## src/pix2x2_pkg.sv

```systemverilog
// Shared constants, codes and types for the 2x2 block-average mosaic.
`default_nettype none
package pix2x2_pkg;

  localparam int MAX_WIDTH  = 512;
  localparam int MAX_HEIGHT = 4096;

  localparam int PIX_W   = 8;
  localparam int COL_W   = 9;
  localparam int ROW_W   = 12;
  localparam int WID_W   = 10;
  localparam int HGT_W   = 13;
  localparam int CFG_W   = 13;
  localparam int CFG_IDX_W = 1;
  localparam int SUM_W   = PIX_W + 2;

  localparam logic [CFG_IDX_W-1:0] REG_WIDTH  = 1'd0;
  localparam logic [CFG_IDX_W-1:0] REG_HEIGHT = 1'd1;

  localparam logic [WID_W-1:0] WIDTH_RST  = WID_W'(512);
  localparam logic [HGT_W-1:0] HEIGHT_RST = HGT_W'(512);

  // What one pixel does, by its place in the frame
  localparam int KIND_W = 3;
  localparam logic [KIND_W-1:0] KIND_STORE = 3'd0;  // even row: into line store
  localparam logic [KIND_W-1:0] KIND_ONE   = 3'd1;  // even last row: pass through
  localparam logic [KIND_W-1:0] KIND_LEFT  = 3'd2;  // odd row, even column: hold
  localparam logic [KIND_W-1:0] KIND_TWO   = 3'd3;  // odd row, odd-width last column
  localparam logic [KIND_W-1:0] KIND_FOUR  = 3'd4;  // odd row, odd column: full block

  typedef struct packed {
    logic [ROW_W-1:0]  row;
    logic [COL_W-1:0]  col;
    logic [KIND_W-1:0] kind;
    logic              fend;
  } scan_t;

  typedef struct packed {
    logic [KIND_W-1:0] kind;
    logic [PIX_W-1:0]  val0;
    logic [PIX_W-1:0]  val1;
    logic [ROW_W-1:0]  row;
    logic [COL_W-1:0]  col;
    logic              fend;
  } burst_t;

endpackage
`default_nettype wire

```

## src/pix2x2_line_store.sv

```systemverilog
// Line store for even-row pixels: one shared port, registered read data.
`default_nettype none
module pix2x2_line_store (
  input  wire logic                          clk,
  input  wire logic                          wr_en,
  input  wire logic                          rd_en,
  input  wire logic [pix2x2_pkg::COL_W-1:0]  addr,
  input  wire logic [pix2x2_pkg::PIX_W-1:0]  wr_data,
  output logic      [pix2x2_pkg::PIX_W-1:0]  rd_data_r
);

  logic [pix2x2_pkg::PIX_W-1:0] mem [pix2x2_pkg::MAX_WIDTH];

  always_ff @(posedge clk) begin
    if (wr_en) begin
      mem[addr] <= wr_data;
    end
    if (rd_en) begin
      rd_data_r <= mem[addr];
    end
  end

endmodule
`default_nettype wire

```

## src/pix2x2_scan.sv

```systemverilog
// Raster position counters and per-pixel classification.
`default_nettype none
module pix2x2_scan (
  input  wire logic                          clk,
  input  wire logic                          rst_n,
  input  wire logic                          advance,
  input  wire logic [pix2x2_pkg::WID_W-1:0]  image_width,
  input  wire logic [pix2x2_pkg::HGT_W-1:0]  image_height,
  output pix2x2_pkg::scan_t                  pos
);

  logic [pix2x2_pkg::ROW_W-1:0] row_r, row_nxt;
  logic [pix2x2_pkg::COL_W-1:0] col_r, col_nxt;
  logic [pix2x2_pkg::WID_W-1:0] w_eff, col_inc;
  logic [pix2x2_pkg::HGT_W-1:0] h_eff, row_inc;
  logic                         last_col, last_row;

  always_comb begin
    if (image_width == '0) begin
      w_eff = pix2x2_pkg::WID_W'(1);
    end else if (image_width > pix2x2_pkg::WID_W'(pix2x2_pkg::MAX_WIDTH)) begin
      w_eff = pix2x2_pkg::WID_W'(pix2x2_pkg::MAX_WIDTH);
    end else begin
      w_eff = image_width;
    end
    if (image_height == '0) begin
      h_eff = pix2x2_pkg::HGT_W'(1);
    end else if (image_height > pix2x2_pkg::HGT_W'(pix2x2_pkg::MAX_HEIGHT)) begin
      h_eff = pix2x2_pkg::HGT_W'(pix2x2_pkg::MAX_HEIGHT);
    end else begin
      h_eff = image_height;
    end
  end

  assign col_inc  = {1'b0, col_r} + pix2x2_pkg::WID_W'(1);
  assign row_inc  = {1'b0, row_r} + pix2x2_pkg::HGT_W'(1);
  assign last_col = (col_inc >= w_eff);
  assign last_row = (row_inc >= h_eff);

  always_comb begin
    pos.row  = row_r;
    pos.col  = col_r;
    pos.fend = last_col && last_row;
    if (!row_r[0]) begin
      pos.kind = last_row ? pix2x2_pkg::KIND_ONE : pix2x2_pkg::KIND_STORE;
    end else if (!col_r[0]) begin
      pos.kind = last_col ? pix2x2_pkg::KIND_TWO : pix2x2_pkg::KIND_LEFT;
    end else begin
      pos.kind = pix2x2_pkg::KIND_FOUR;
    end
  end

  always_comb begin
    if (last_col) begin
      col_nxt = '0;
      row_nxt = last_row ? '0 : row_inc[pix2x2_pkg::ROW_W-1:0];
    end else begin
      col_nxt = col_inc[pix2x2_pkg::COL_W-1:0];
      row_nxt = row_r;
    end
  end

  always_ff @(posedge clk) begin
    if (!rst_n) begin
      row_r <= '0;
      col_r <= '0;
    end else if (advance) begin
      row_r <= row_nxt;
      col_r <= col_nxt;
    end
  end

endmodule
`default_nettype wire

```

## src/pix2x2_burst.sv

```systemverilog
// Result register: plays out the one, two or four beats of a loaded burst.
`default_nettype none
module pix2x2_burst (
  input  wire logic                          clk,
  input  wire logic                          rst_n,
  input  wire logic                          load,
  input  wire pix2x2_pkg::burst_t            load_data,
  output logic                               free,
  output logic                               out_valid,
  input  wire logic                          out_stall,
  output logic      [pix2x2_pkg::PIX_W-1:0]  out_pixel_out,
  output logic      [pix2x2_pkg::ROW_W-1:0]  out_row,
  output logic      [pix2x2_pkg::COL_W-1:0]  out_col,
  output logic                               out_last_of_run,
  output logic                               out_frame_end
);

  pix2x2_pkg::burst_t b_r;
  logic               valid_r;
  logic [1:0]         beat_r;
  logic               beat_last, row_top, col_left;

  always_comb begin
    beat_last = 1'b1;
    row_top   = 1'b0;
    col_left  = 1'b0;
    case (b_r.kind)
      pix2x2_pkg::KIND_FOUR: begin
        beat_last = (beat_r == 2'd3);
        row_top   = !beat_r[1];
        col_left  = !beat_r[0];
      end
      pix2x2_pkg::KIND_TWO: begin
        beat_last = beat_r[0];
        row_top   = !beat_r[0];
      end
      default: begin
        beat_last = 1'b1;
      end
    endcase
  end

  assign out_valid       = valid_r;
  assign out_pixel_out   = (beat_r == 2'd0) ? b_r.val0 : b_r.val1;
  assign out_row         = row_top ? b_r.row - pix2x2_pkg::ROW_W'(1) : b_r.row;
  assign out_col         = col_left ? b_r.col - pix2x2_pkg::COL_W'(1) : b_r.col;
  assign out_last_of_run = beat_last;
  assign out_frame_end   = beat_last && b_r.fend;
  assign free            = !valid_r || (!out_stall && beat_last);

  always_ff @(posedge clk) begin
    if (load) begin
      b_r <= load_data;
    end
  end

  always_ff @(posedge clk) begin
    if (!rst_n) begin
      valid_r <= 1'b0;
      beat_r  <= '0;
    end else if (load) begin
      valid_r <= 1'b1;
      beat_r  <= '0;
    end else if (valid_r && !out_stall) begin
      if (beat_last) begin
        valid_r <= 1'b0;
      end else begin
        beat_r <= beat_r + 2'd1;
      end
    end
  end

endmodule
`default_nettype wire

```

## src/pixelate_2x2_block_average.sv

```systemverilog
// Top level of the 2x2 block-average mosaic on a raster pixel stream.
// Grey pixels enter one beat at a time in raster order over a frame of
// image_width x image_height (0 acts as 1, sizes above 512 x 4096 are held
// at the maximum). Even-row pixels, but for a last row, go into a 512-entry
// line store and make no result. In odd rows the even-column pixel is held;
// the odd-column pixel closes a 2x2 block and yields four result beats, all
// carrying the truncated block average, at (r-1,c-1), (r-1,c), (r,c-1),
// (r,c). Pixels of blocks cut off by an odd width or height come out
// unchanged at their own place. The last beat of each burst carries
// last_of_run, and the final beat of the frame also carries frame_end.
// Rate: even rows and the holding pixels run at one per clock unless the
// input register waits on the result register; a burst occupies the single
// result register until out_stall lets its last beat go. The input register
// takes the next pixel while a burst drains. A pixel passes the input
// register, then the result register, before its first result beat.
// The line store needs no clearing after reset; configure only while idle.
`default_nettype none
module pixelate_2x2_block_average (
  input  wire logic                              clk,
  input  wire logic                              rst_n,
  // configuration write port
  input  wire logic                              cfg_wr_en,
  input  wire logic [pix2x2_pkg::CFG_IDX_W-1:0]  cfg_index,
  input  wire logic [pix2x2_pkg::CFG_W-1:0]      cfg_data,
  // pixel input channel
  input  wire logic                              in_valid,
  output logic                                   in_stall,
  input  wire logic [pix2x2_pkg::PIX_W-1:0]      in_pixel_in,
  // result channel
  output logic                                   out_valid,
  input  wire logic                              out_stall,
  output logic      [pix2x2_pkg::PIX_W-1:0]      out_pixel_out,
  output logic      [pix2x2_pkg::ROW_W-1:0]      out_row,
  output logic      [pix2x2_pkg::COL_W-1:0]      out_col,
  output logic                                   out_last_of_run,
  output logic                                   out_frame_end
);

  logic [pix2x2_pkg::WID_W-1:0] width_r;
  logic [pix2x2_pkg::HGT_W-1:0] height_r;

  // Input register (stage A)
  logic                          a_valid_r;
  pix2x2_pkg::scan_t             a_pos_r;
  logic [pix2x2_pkg::PIX_W-1:0]  a_pix_r;
  logic [pix2x2_pkg::PIX_W-1:0]  top_rd;     // store read for this column

  // Block context from the preceding odd-row, even-column pixel
  logic [pix2x2_pkg::PIX_W-1:0]  left_r;
  logic [pix2x2_pkg::PIX_W-1:0]  top_left_r;

  pix2x2_pkg::scan_t             pos;
  pix2x2_pkg::burst_t            load_data;
  logic                          accept, a_adv, a_has_res, b_free;
  logic [pix2x2_pkg::SUM_W-1:0]  sum;
  logic [pix2x2_pkg::PIX_W-1:0]  avg;

  // Configuration registers
  always_ff @(posedge clk) begin
    if (!rst_n) begin
      width_r  <= pix2x2_pkg::WIDTH_RST;
      height_r <= pix2x2_pkg::HEIGHT_RST;
    end else if (cfg_wr_en) begin
      case (cfg_index)
        pix2x2_pkg::REG_WIDTH:  width_r  <= cfg_data[pix2x2_pkg::WID_W-1:0];
        pix2x2_pkg::REG_HEIGHT: height_r <= cfg_data;
        default: ;
      endcase
    end
  end

  pix2x2_scan u_scan (
    .clk          (clk),
    .rst_n        (rst_n),
    .advance      (accept),
    .image_width  (width_r),
    .image_height (height_r),
    .pos          (pos)
  );

  // Read the store at every accepted column; write only on storing rows
  pix2x2_line_store u_store (
    .clk       (clk),
    .wr_en     (accept && (pos.kind == pix2x2_pkg::KIND_STORE)),
    .rd_en     (accept),
    .addr      (pos.col),
    .wr_data   (in_pixel_in),
    .rd_data_r (top_rd)
  );

  // Advance stage A when it makes no result or the result register frees up
  assign a_has_res = (a_pos_r.kind == pix2x2_pkg::KIND_ONE) ||
                     (a_pos_r.kind == pix2x2_pkg::KIND_TWO) ||
                     (a_pos_r.kind == pix2x2_pkg::KIND_FOUR);
  assign a_adv     = a_valid_r && (!a_has_res || b_free);
  assign in_stall  = a_valid_r && !a_adv;
  assign accept    = in_valid && !in_stall;

  always_ff @(posedge clk) begin
    if (!rst_n) begin
      a_valid_r <= 1'b0;
    end else if (accept) begin
      a_valid_r <= 1'b1;
    end else if (a_adv) begin
      a_valid_r <= 1'b0;
    end
  end

  always_ff @(posedge clk) begin
    if (accept) begin
      a_pos_r <= pos;
      a_pix_r <= in_pixel_in;
    end
  end

  // Hold the left column of the block until its odd-column partner arrives
  always_ff @(posedge clk) begin
    if (!rst_n) begin
      left_r     <= '0;
      top_left_r <= '0;
    end else if (a_adv && (a_pos_r.kind == pix2x2_pkg::KIND_LEFT)) begin
      left_r     <= a_pix_r;
      top_left_r <= top_rd;
    end
  end

  assign sum = pix2x2_pkg::SUM_W'(top_left_r) + pix2x2_pkg::SUM_W'(top_rd)
             + pix2x2_pkg::SUM_W'(left_r) + pix2x2_pkg::SUM_W'(a_pix_r);
  assign avg = sum[pix2x2_pkg::SUM_W-1:2];

  always_comb begin
    load_data.kind = a_pos_r.kind;
    load_data.row  = a_pos_r.row;
    load_data.col  = a_pos_r.col;
    load_data.fend = a_pos_r.fend;
    case (a_pos_r.kind)
      pix2x2_pkg::KIND_FOUR: begin
        load_data.val0 = avg;
        load_data.val1 = avg;
      end
      pix2x2_pkg::KIND_TWO: begin
        load_data.val0 = top_rd;
        load_data.val1 = a_pix_r;
      end
      default: begin
        load_data.val0 = a_pix_r;
        load_data.val1 = a_pix_r;
      end
    endcase
  end

  pix2x2_burst u_burst (
    .clk             (clk),
    .rst_n           (rst_n),
    .load            (a_adv && a_has_res),
    .load_data       (load_data),
    .free            (b_free),
    .out_valid       (out_valid),
    .out_stall       (out_stall),
    .out_pixel_out   (out_pixel_out),
    .out_row         (out_row),
    .out_col         (out_col),
    .out_last_of_run (out_last_of_run),
    .out_frame_end   (out_frame_end)
  );

endmodule
`default_nettype wire
```

## config.mk

```make
export PLATFORM = sky130hd
export DESIGN_NAME = pixelate_2x2_block_average
export DESIGN_NICKNAME = d
export VERILOG_FILES = /design/src/pix2x2_pkg.sv /design/src/pix2x2_line_store.sv /design/src/pix2x2_scan.sv /design/src/pix2x2_burst.sv /design/src/pixelate_2x2_block_average.sv
export SDC_FILE = /design/constraint.sdc
export NUM_CORES = 2
export LEC_CHECK = 0
export BUFFER_PORTS_ARGS = -buffer_cell sky130_fd_sc_hd__buf_2
export CAP_MARGIN = 10
export CORE_ASPECT_RATIO = 1.5
export CORE_UTILIZATION = 35
export DETAILED_ROUTE_END_ITERATION = 10
export PLACE_DENSITY = 0.53
export SLEW_MARGIN = 20
export SYNTH_ARGS = -nofsm -noshare
export SYNTH_HDL_FRONTEND = slang
export SYNTH_SLANG_ARGS = --single-unit
```

## constraint.sdc

```tcl
create_clock -name clk -period 5.1 [get_ports clk]
set_input_delay 0.255 -clock clk [delete_from_list [all_inputs] [get_ports clk]]
set_output_delay 0.255 -clock clk [all_outputs]
set_load 0.03 [all_outputs]
```

==> flow_metrics.tcl <==
set metrics [dict create \
    cts_made_buffers 386 \
    cts_tree "built" \
    drive_above_1_share 0.295 \
    setup_ws_ps 131 \
    clk_latency_ps 1020 \
    grt-ovfl-total 0 \
    worst_slew_margin_rel 0.130 \
    path_common_cell "buf_4" \
    synthFlopType "edfxtp_1" \
    totalPowerFinal_w 0.0722 \
    synth_top_area_frac 0.755 \
    placement.cell_area_sq_um 182000 \
    dieWidth_microns 565 \
    core-area_sq_um 472000 \
    setup.worst_path.end "u_store.rd_data_r[2]$_DFFE_PP_" \
    first_global_vias 91100 \
    timing_worst_slew_pin_value_ps 1300 \
    grt_max_degree 161 \
    cp.required_ps 5860 \
    timing.fmax_mhz 201 \
    run_status "completed" \
    final.min_clock_period_ps 4970 \
    sinks_on_the_clock_net 4242 \
    row_count 309 \
    syn_to_final_growth_pct 17.1 \
    antenna_found_initial 35 \
    htreeDepth 5 \
    fp.dieArea_sq_um 478000 \
    antenna_violating_nets_post_route 0 \
    cts_max_path_buffers 4 \
    ioPinCount 60 \
    place.gp.congestion 1.03 \
    clkSlewWorstSetupHoldPaths_ps 70 \
    vdd.ir_drop.worst_uv 317 \
    synth_enable_flop_cells 4178 \
    r2r_start "u_scan.col_r[1]$_SDFFE_PN0P_" \
    ffs_latches_synth 4242 \
    crit_arrival_ps 5720 \
    worstPathMaxFanout 26 \
    vias 89100 \
    wire_length_of_the_first_global_routing_pass_mm 777 \
    grt_util_all_layers 0.238 \
    cpMaxStageDelayCell "dfxtp_4" \
    routed_wirelength_mm 573 \
    synth_area_sq_um 166000 \
    drt_first_iter_violations 10700 \
    timing_hold_violations_final 0 \
    yosys.area.top_type "edfxtp_1" \
    timing.final.crit_share 0.974 \
    first_pass_iteration_count_of_the_detailed_router 7 \
    final_nets 9329 \
    floorplan.initialDensity 0.352 \
    routed_via_density 5.64 \
    rsz0062_at_grt "no" \
    placement.setup.worst_slack_ps 53.7 \
    die_height_microns 846 \
    yosys.cell_types.count 82 \
    postSynthCellCount 8123 \
    post-route-cell-area_sq_um 195000 \
    synth_warnings 0 \
    reg2reg_to "u_store.rd_data_r[2]$_DFFE_PP_" \
    tns_ps 0 \
    route.detailed.wl_per_inst_microns 36.3 \
    synth_top_cells_by_area "edfxtp_1 (76%), mux4_2 (13%), mux2i_1 (1.6%), nor2_1 (1.3%), nand2_1 (0.84%)" \
    crit_path_cell_trace "buf_12 -> buf_12 -> buf_12 -> buf_4 -> mux4_2 -> mux4_2 -> a211oi_1 -> buf_4 -> nand2_1 -> nor3_1 -> buf_4 -> nand4_1 -> buf_4" \
    clock_root_buffer_master "clkbuf_16" \
    synthesis.nets 8205 \
    final.setup_skew_ps 57.6 \
    asyncSetResetFlopFracSynth 0 \
    timing.hold.worst.class "in -> reg" \
    max_cap_viol 0 \
    setup_violators_final 0 \
    place_hpwl_mm 387 \
    leakage_power_summed_over_all_cells_nw 61.4 \
    num-fill-cells 41500 \
    worst-r2r-setup-slack_ps 130 \
    port_buffers 59 \
    critical_path.endpoint_type "flip-flop" \
    timing.final.max_slew_violations 0 \
    cpPeakStageDelay_ps 660 \
    ys_seq_area_frac 0.763 \
    drcViolationCount 0 \
    worst-setup-path-type "reg -> reg" \
    worstRegToRegCells 13 \
    syn_area_per_cell_sq_um 20.5 \
    setup.worst_path.start_class "flip-flop" \
    cellPowerDensity_nw_per_um2 371 \
    startpoint "u_scan.col_r[1]$_SDFFE_PN0P_" \
]
[worst min path at each step]
| stage | startpoint | end | slack, ps | cells past startpoint |
|---|---|---|---|---|
| floorplan | in_pixel_in[0] | a_pix_r[0]$_DFFE_PP_ | 350 | 0 |
| global placement | a_pos_r[4]$_DFFE_PP_ | u_burst.b_r[1]$_DFFE_PP_ | 400 | 0 |
| detailed placement | a_pos_r[17]$_DFFE_PP_ | u_burst.b_r[14]$_DFFE_PP_ | 410 | 0 |
| CTS | rst_n | left_r[6]$_SDFFE_PN0P_ | 3 | 2 |
| global route | cfg_data[2] | height_r[2]$_SDFFE_PN0P_ | 120 | 4 |
| finish | cfg_data[8] | height_r[8]$_SDFFE_PN0P_ | 90 | 4 |
[power by group]
group	total, W	internal [W]	switching, W	leakage (nW)
combinational	0.00442	0.00157	0.00285	17.2
clock	0.0294	0.0163	0.0130	6.01
sequential	0.0384	0.0383	0.0000583	38.1
[per-stage QoR]
| stage | util | cells | hold WS, ps |
|---|---|---|---|
| floorplan | - | 8123 | 354 |
| global placement | 0.384 | 15000 | 405 |
| detailed placement | 0.384 | 15000 | 405 |
| CTS | 0.412 | 15800 | 3.38 |
| global route | 0.412 | 15800 | 118 |
| finish | 0.412 | 15800 | 90.0 |
[layout by cell type (no fill, tap or decap), types with 73 or more instances in the layout]
cell type  Yosys  final
nand2_1      370    350
buf_12         1     86
mux2i_1      271    269
a22oi_1      183    183
clkinv_1       1     83
edfxtp_1    4178   4178
buf_4         51   1026
nor2_1       597    577
mux4_2       980    980
clkbuf_1     174     73
a21oi_1      134    133
clkbuf_16      0    397
o21ai_0       88     81
[state kept, by name, indices dropped and copies added, names as in the netlist]
signal,cells
u_store.mem,4096
u_burst.b_r,41
a_pos_r,25
height_r,13
u_scan.row_r,12
width_r,10
u_scan.col_r,9
a_pix_r,8
left_r,8
top_left_r,8
u_store.rd_data_r,8
u_burst.beat_r,2
a_valid_r,1
u_burst.out_valid,1
[synth_stat cells (all sizes together) (8+ instances only)]
library cell  instances
ha                   39
a2111oi              12
dfxtp                64
xor2                 21
a22o                 26
o21a                  8
a21oi               134
a32oi                 8
fa                   16
o32ai                19
nand3b               12
mux2i               271
o211ai                9
o2111ai               8
nand2               370
inv                  27
and3                 30
a221oi               35
and2                 11
a31oi                27
mux4                980
nor2                597
mux2                 34
a21o                 12
o22ai                47
edfxtp             4178
a311oi                8
nor4                 26
nand4                32
a22oi               183
nor2b                17
or3                   8
clkbuf              174
buf                 309
o21ai                92
a211oi               11
nor3                 49
xnor2                19
nand3                69
a21boi               57
nand2b               13
[area by class of cell]
class,count,area (sq um),share of cell area
Tap cell,6220,7780,0.0400
Sequential cell,4242,127000,0.651
Antenna cell,24,60.1,0.000309
Multi-Input combinational cell,3370,37200,0.191
Inverter,28,119,0.000611
Clock buffer,471,10200,0.0525
Clock inverter,215,2180,0.0112
Timing Repair Buffer,1219,10300,0.0529
[critical path: cells and delay by family, from the launching register on]
kind	cells	cell delay, ps
buffers and inverters	7	1780
multiplexers	2	890
AND/OR/NAND/NOR	3	750
flip-flops	1	660
AO/OA/AOI/OAI	1	500
[routing by layer]
metal / share of wire / global-route usage
met3: 0.071 / 0.0426
met2: 0.50 / 0.409
met5: 0.00021 / 0
met4: 0.087 / 0.175
met1: 0.34 / 0.264
[cell families after synthesis]
family                     count (synthesis)  share of synthesized area
AOI/OAI and AO/OA                        730                     0.0303
muxes                                   1285                      0.151
adders and majority gates                 55                    0.00486
buffers and inverters                    511                     0.0159
and+or+nand+nor                         1260                     0.0324
DFF                                     4242                      0.763
xor gates and xnor gates                  40                    0.00211
[timing repair]
action                                  4_1_cts  5_1_grt
endpoints found under the setup margin        0      124
hold buffers                                 46        1
setup buffers                                 0        9
resized for setup                             0        7
hold endpoints to repair                    562       50
No activity file was read; power rests on OpenSTA's default activity.
